[config.mk]
export PLATFORM = sky130hd
export DESIGN_NAME = rrts_ctrl
export DESIGN_NICKNAME = d
export VERILOG_FILES = /design/src/rtl/core/rrts_pkg.sv /design/src/rtl/core/rrts_ctrl.sv
export SDC_FILE = /design/constraint.sdc
export NUM_CORES = 1
export LEC_CHECK = 0
export BUFFER_PORTS_ARGS = -buffer_cell sky130_fd_sc_hd__buf_2
export CAP_MARGIN = 20
export CORE_AREA = 5 5 42 44
export CTS_BUF_LIST = sky130_fd_sc_hd__clkbuf_4 sky130_fd_sc_hd__clkbuf_8 sky130_fd_sc_hd__clkbuf_16
export CTS_CLUSTER_SIZE = 8
export DETAILED_ROUTE_END_ITERATION = 8
export DIE_AREA = 0 0 47 49
export MAX_ROUTING_LAYER = met4
export PLACE_DENSITY = 0.75
export SETUP_SLACK_MARGIN = 0.5
export SLEW_MARGIN = 25
export SYNTH_ARGS = -nofsm -noshare
export SYNTH_HDL_FRONTEND = slang
export SYNTH_SLANG_ARGS = --single-unit
[constraint.sdc]
create_clock -name clk_i -period 1.39 [get_ports clk_i]
set_input_delay 0.278 -clock clk_i [delete_from_list [all_inputs] [get_ports clk_i]]
set_output_delay 0.278 -clock clk_i [all_outputs]
set_load 0.03 [all_outputs]
[src/rtl/core/rrts_pkg.sv]
// ----------------------------------------------------------------------------
// Round-robin thread scheduler package
// Shared constants, opcodes, and the controller/datapath command and status
// types.
// ----------------------------------------------------------------------------
package rrts_pkg;

  localparam int unsigned MAX_THREADS_DEF = 64;
  localparam int unsigned CREDIT_W_DEF    = 16;
  localparam int unsigned NUM_CORES       = 4;
  localparam int unsigned CORE_W          = 2;
  localparam int unsigned TIME_W          = 64;
  localparam int unsigned OP_W            = 3;
  localparam int unsigned ST_W            = 2;

  typedef enum logic [OP_W-1:0] {
    OP_TICK    = 3'd0,
    OP_LAUNCH  = 3'd1,
    OP_PAUSE   = 3'd2,
    OP_UNPAUSE = 3'd3,
    OP_REMOVE  = 3'd4
  } op_e;

  localparam logic [ST_W-1:0] ST_OK       = 2'd0;
  localparam logic [ST_W-1:0] ST_REFUSED  = 2'd1;
  localparam logic [ST_W-1:0] ST_CORE_OFF = 2'd2;
  localparam logic [ST_W-1:0] ST_EMPTY    = 2'd3;

  typedef enum logic [2:0] {
    S_IDLE,
    S_READ,
    S_ACCT,
    S_PUT1,
    S_PUT2,
    S_TAKE_RD,
    S_TAKE_WR,
    S_DONE
  } state_e;

  typedef enum logic [3:0] {
    CMD_NONE,
    CMD_LOAD,
    CMD_READ,
    CMD_ACCT,
    CMD_PUT1,
    CMD_PUT2,
    CMD_TAKE_RD,
    CMD_TAKE_WR,
    CMD_FIN
  } cmd_e;

  typedef enum logic [2:0] {
    ACT_NONE,
    ACT_CHARGE,
    ACT_LAUNCH,
    ACT_PAUSE,
    ACT_CRED_DEC,
    ACT_CRED_INC,
    ACT_UNPAUSE
  } act_e;

  typedef struct packed {
    cmd_e            op;
    act_e            act;
    logic [ST_W-1:0] status;
    logic            put_cur;
    logic            take_head;
  } cmd_t;

  typedef struct packed {
    logic [OP_W-1:0] op;
    logic            en_ok;
    logic            cur_ok;
    logic            thr_ok;
    logic            closed;
    logic            paused;
    logic            cred_nz;
    logic            force_p;
    logic            out_busy;
  } sts_t;

endpackage

[src/rtl/core/rrts_ctrl.sv]
// ----------------------------------------------------------------------------
// Scheduler controller
// Sequences one operation through read, accounting, enqueue, dequeue and
// result steps, and commands the datapath.
// ----------------------------------------------------------------------------
module rrts_ctrl import rrts_pkg::*; (
  input  logic clk_i,
  input  logic rst_ni,
  input  logic in_valid_i,
  output logic in_ready_o,
  input  logic out_ready_i,
  input  sts_t sts_i,
  output cmd_t cmd_o
);

  state_e state_q, state_d;

  // Take a transaction only when idle and the result slot frees up
  assign in_ready_o = (state_q == S_IDLE) && (!sts_i.out_busy || out_ready_i);

  // Hold state
  always_ff @(posedge clk_i or negedge rst_ni) begin
    if (!rst_ni) begin
      state_q <= S_IDLE;
    end else begin
      state_q <= state_d;
    end
  end

  // Next state and commands
  always_comb begin
    state_d           = state_q;
    cmd_o.op          = CMD_NONE;
    cmd_o.act         = ACT_NONE;
    cmd_o.status      = ST_REFUSED;
    cmd_o.put_cur     = (sts_i.op == OP_TICK);
    cmd_o.take_head   = (sts_i.op == OP_TICK) || (sts_i.op == OP_PAUSE);
    unique case (state_q)
      S_IDLE: begin
        if (in_valid_i && in_ready_o) begin
          cmd_o.op = CMD_LOAD;
          state_d  = S_READ;
        end
      end
      S_READ: begin
        cmd_o.op = CMD_READ;
        state_d  = S_ACCT;
      end
      S_ACCT: begin
        cmd_o.op = CMD_ACCT;
        state_d  = S_DONE;
        unique case (sts_i.op)
          OP_TICK: begin
            if (!sts_i.en_ok) begin
              cmd_o.status = ST_CORE_OFF;
            end else if (sts_i.cur_ok) begin
              cmd_o.act = ACT_CHARGE;
              state_d   = S_PUT1;
            end else begin
              state_d = S_TAKE_RD;
            end
          end
          OP_LAUNCH: begin
            if (sts_i.thr_ok) begin
              cmd_o.act    = ACT_LAUNCH;
              cmd_o.status = ST_OK;
              state_d      = S_PUT1;
            end
          end
          OP_PAUSE: begin
            if (sts_i.cur_ok) begin
              if (!sts_i.force_p && sts_i.cred_nz) begin
                cmd_o.act = ACT_CRED_DEC;
              end else begin
                cmd_o.act = ACT_PAUSE;
                state_d   = S_TAKE_RD;
              end
            end
          end
          OP_UNPAUSE: begin
            if (sts_i.thr_ok && !sts_i.closed) begin
              if (sts_i.paused) begin
                cmd_o.act    = ACT_UNPAUSE;
                cmd_o.status = ST_OK;
                state_d      = S_PUT1;
              end else begin
                cmd_o.act = ACT_CRED_INC;
              end
            end
          end
          OP_REMOVE: begin
            if (sts_i.thr_ok) begin
              cmd_o.status = ST_OK;
              state_d      = S_TAKE_RD;
            end
          end
          default: begin
            cmd_o.status = ST_REFUSED;
          end
        endcase
      end
      S_PUT1: begin
        cmd_o.op = CMD_PUT1;
        state_d  = S_PUT2;
      end
      S_PUT2: begin
        cmd_o.op = CMD_PUT2;
        state_d  = (sts_i.op == OP_TICK) ? S_TAKE_RD : S_DONE;
      end
      S_TAKE_RD: begin
        cmd_o.op = CMD_TAKE_RD;
        state_d  = S_TAKE_WR;
      end
      S_TAKE_WR: begin
        cmd_o.op = CMD_TAKE_WR;
        state_d  = S_DONE;
      end
      S_DONE: begin
        cmd_o.op = CMD_FIN;
        state_d  = S_IDLE;
      end
      default: begin
        state_d = S_IDLE;
      end
    endcase
  end

endmodule

==> summary.txt <==
Power
  – P_leak: 0.426 nW
  – Total Power: 1.65 mW
  – PD cells: 1680 nW/um^2
  – Max IR drop VDD: 0.000619 V

Timing
  – WHS: 361 ps
  – Worst clock skew: 5.90 ps
  – RSZ-0062 raised after global routing: yes
  – Relative slew slack: 73.1%
  – Min Tclk post-route: 1760 ps
  – PnR worst setup slack: -370 ps
  – Final setup viols: 11
  – Max Clk Rate: 568 MHz
  – Final Hold Viols: 0
  – Setup_tns: -2650 ps
  – Final period util: 127%
  – Slew Limit Fails: 0
  – Worst-Margin Slew: 398 ps

Clocking
  – Clock latency on the worst-skew pair: 240 ps
  – TritonCTS clock tree: yes
  – TritonCTS buffer count: 3
  – CTS Buffer Depth: 2
  – Clock slew at reported path FFs: 40 ps
  – CTS root buf: clkbuf_4
  – # H-tree levels: 1
  – Clk sinks: 3

Setup path
  – Critical Path Fanout Max: 3
  – Worst path max stage delay: 450 ps
  – Slowest-stage cell, CP: or3b_4
  – CP startpoint kind: flip-flop
  – Crit path capture type: output port
  – Crit path arrival time: 1480 ps
  – Critical path data required time: 1110 ps
  – Crit path max-delay family: simple AND/OR/NAND/NOR gates
  – Sum of buffers and inverters on the critical path: 1
  – WS Path Type: reg -> out
  – Crit path cell chain: or3b_4, nor2_4, o31a_1, buf_6

Logic synthesis
  – Count leader, synth: nand2b_1
  – Post-synth EDFFs: 0
  – Seq/Total Area, Yosys: 17.8%
  – Synthesized area per cell: 7.69 um^2
  – Post-synth top cells: 6 x nand2b_1, 5 x a21oi_1
  – Main flop type after synthesis: dfrtp_1
  – Cell taking the most area after synthesis: dfrtp_1
  – Yosys top cell area share: 17.8%
  – Mapped Area: 423 um^2
  – Synth async-reset ratio: 100%
  – Syn nets: 70
  – Synth Warn #: 0
  – Cells after synthesis: 55
  – Area contributors post-synth: dfrtp_1 18%, nand2b_1 8.9%, a221oi_2 7.1%
  – Seq cells post-synth: 3
  – Library cells used by synthesis: 29

Global routing
  – Vias in the first global route: 682
  – Antenna violations before repair: 0
  – First-pass GRT wire length: 2830 um
  – Total track usage: 16.9%
  – Largest net degree at the start of global routing: 7
  – GRT overflow: 0

Floorplanning
  – Die Ht: 49 um
  – Die width: 47 um
  – CORE AREA: 1400 um^2
  – IO Count: 27
  – Die Area: 2300 um^2
  – Rows: 14
  – Initial Util: 30.2%

Detailed routing
  – First-pass DRT Iterations: 2
  – Routed Wire Length: 1720 um
  – Routed wire per std cell: 14.4 um
  – Vias post-DR: 613
  – Vias per inst: 5.11
  – DRC Markers: 0
  – First DRT Iteration DRCs: 2
  – Post-route ant nets: 0

Layout
  – Share of cells above drive strength 1: 68.3%
  – Final instance area: 985 um^2
  – Nets: 120
  – Top reg by flops: state_q
  – Layout area overhead: 133%
  – Non-filler cells, final: 120
  – Diode count: 0
  – Finished Core Util: 70.3%
  – Number of flip-flops in the largest register: 3
  – Largest registers: state_q (3)

Status
  – Failing checks: setup timing
  – Status: finished with violations

Worst hold path
  – Min-delay worst type: in -> async

Place
  – HPWL Detailed: 1200 um
  – Area after DPL: 708 um^2
  – Routability Congestion: 0.787
  – DP Worst Slack: -248 ps
  – Placed Cells: 109
  – Port bufs: 26

Flow run
  – Max-cap violation count: 0
-- cells by family after synthesis --
family	synth area share (%)
DFF	17.8
buffers and inverters	8.87
and+or+nand+nor	43.2
xor gates and xnor gates	4.14
AOI/OAI and AO/OA	26.0
-- report_power, final --
part / internal [mW] / switching, mW / total [mW]
Combinational: 0.619 / 0.692 / 1.31
Clock: 0.128 / 0.0542 / 0.182
Sequential: 0.135 / 0.0263 / 0.161
Total: 0.881 / 0.773 / 1.65
-- layout make-up --
class	count	area [um^2]
Multi-Input combinational cell	45	425
Sequential cell	3	76.3
Clock buffer	4	30.0
Timing Repair Buffer	48	413
Inverter	4	20.0
Fill cell	125	417
Tap cell	16	20.0
-- layer usage --
metal	vias to the layer above	global-route usage, %	wire length (um)
met3	2	2.21	115
met2	26	31.7	969
li1	305	-	-
met4	0	5.07	19
met5	-	-	0
met1	280	16.9	619
-- worst register-to-register path: stages, from the launching register on --
cell and delay [ps]:
dfrtp_1 370, buf_4 130, buf_6 100, buf_8 130
buf_6 120, or3_4 330, a221oi_2 200, a221oi_2 80
-- path summary, 6_finish.rpt --
kind                             from         end  slack (ps)  cells past startpoint
max                        state_q[0]    cmd_o[4]        -370                      4
min                            rst_ni  state_q[0]         360                      2
max reg2reg                state_q[0]  state_q[1]        -220                      7
min reg2reg                state_q[1]  state_q[1]         630                      2
max in group asynchronous      rst_ni  state_q[1]         900                      2
min in group clk_i         in_valid_i  state_q[0]         420                      3
-- what timing repair did --
| action | CTS | global route |
|---|---|---|
| pin swaps | 8 | 6 |
| resized for setup | 45 | 4 |
| setup buffers | 5 | 1 |
| setup endpoints to repair | 15 | 15 |
| hold endpoints to repair | 3 | 0 |
| hold buffers | 1 | 0 |
-- placed cells by master, fill, tap and decap left out, types with 3 or more instances in the layout --
| cell | instances |
|---|---|
| buf_2 | 13 |
| nand2b_1 | 6 |
| buf_4 | 14 |
| buf_6 | 18 |
| clkbuf_4 | 4 |
| inv_1 | 3 |
| nor2_4 | 4 |
Note: power is estimated with default switching activity, not from simulation.
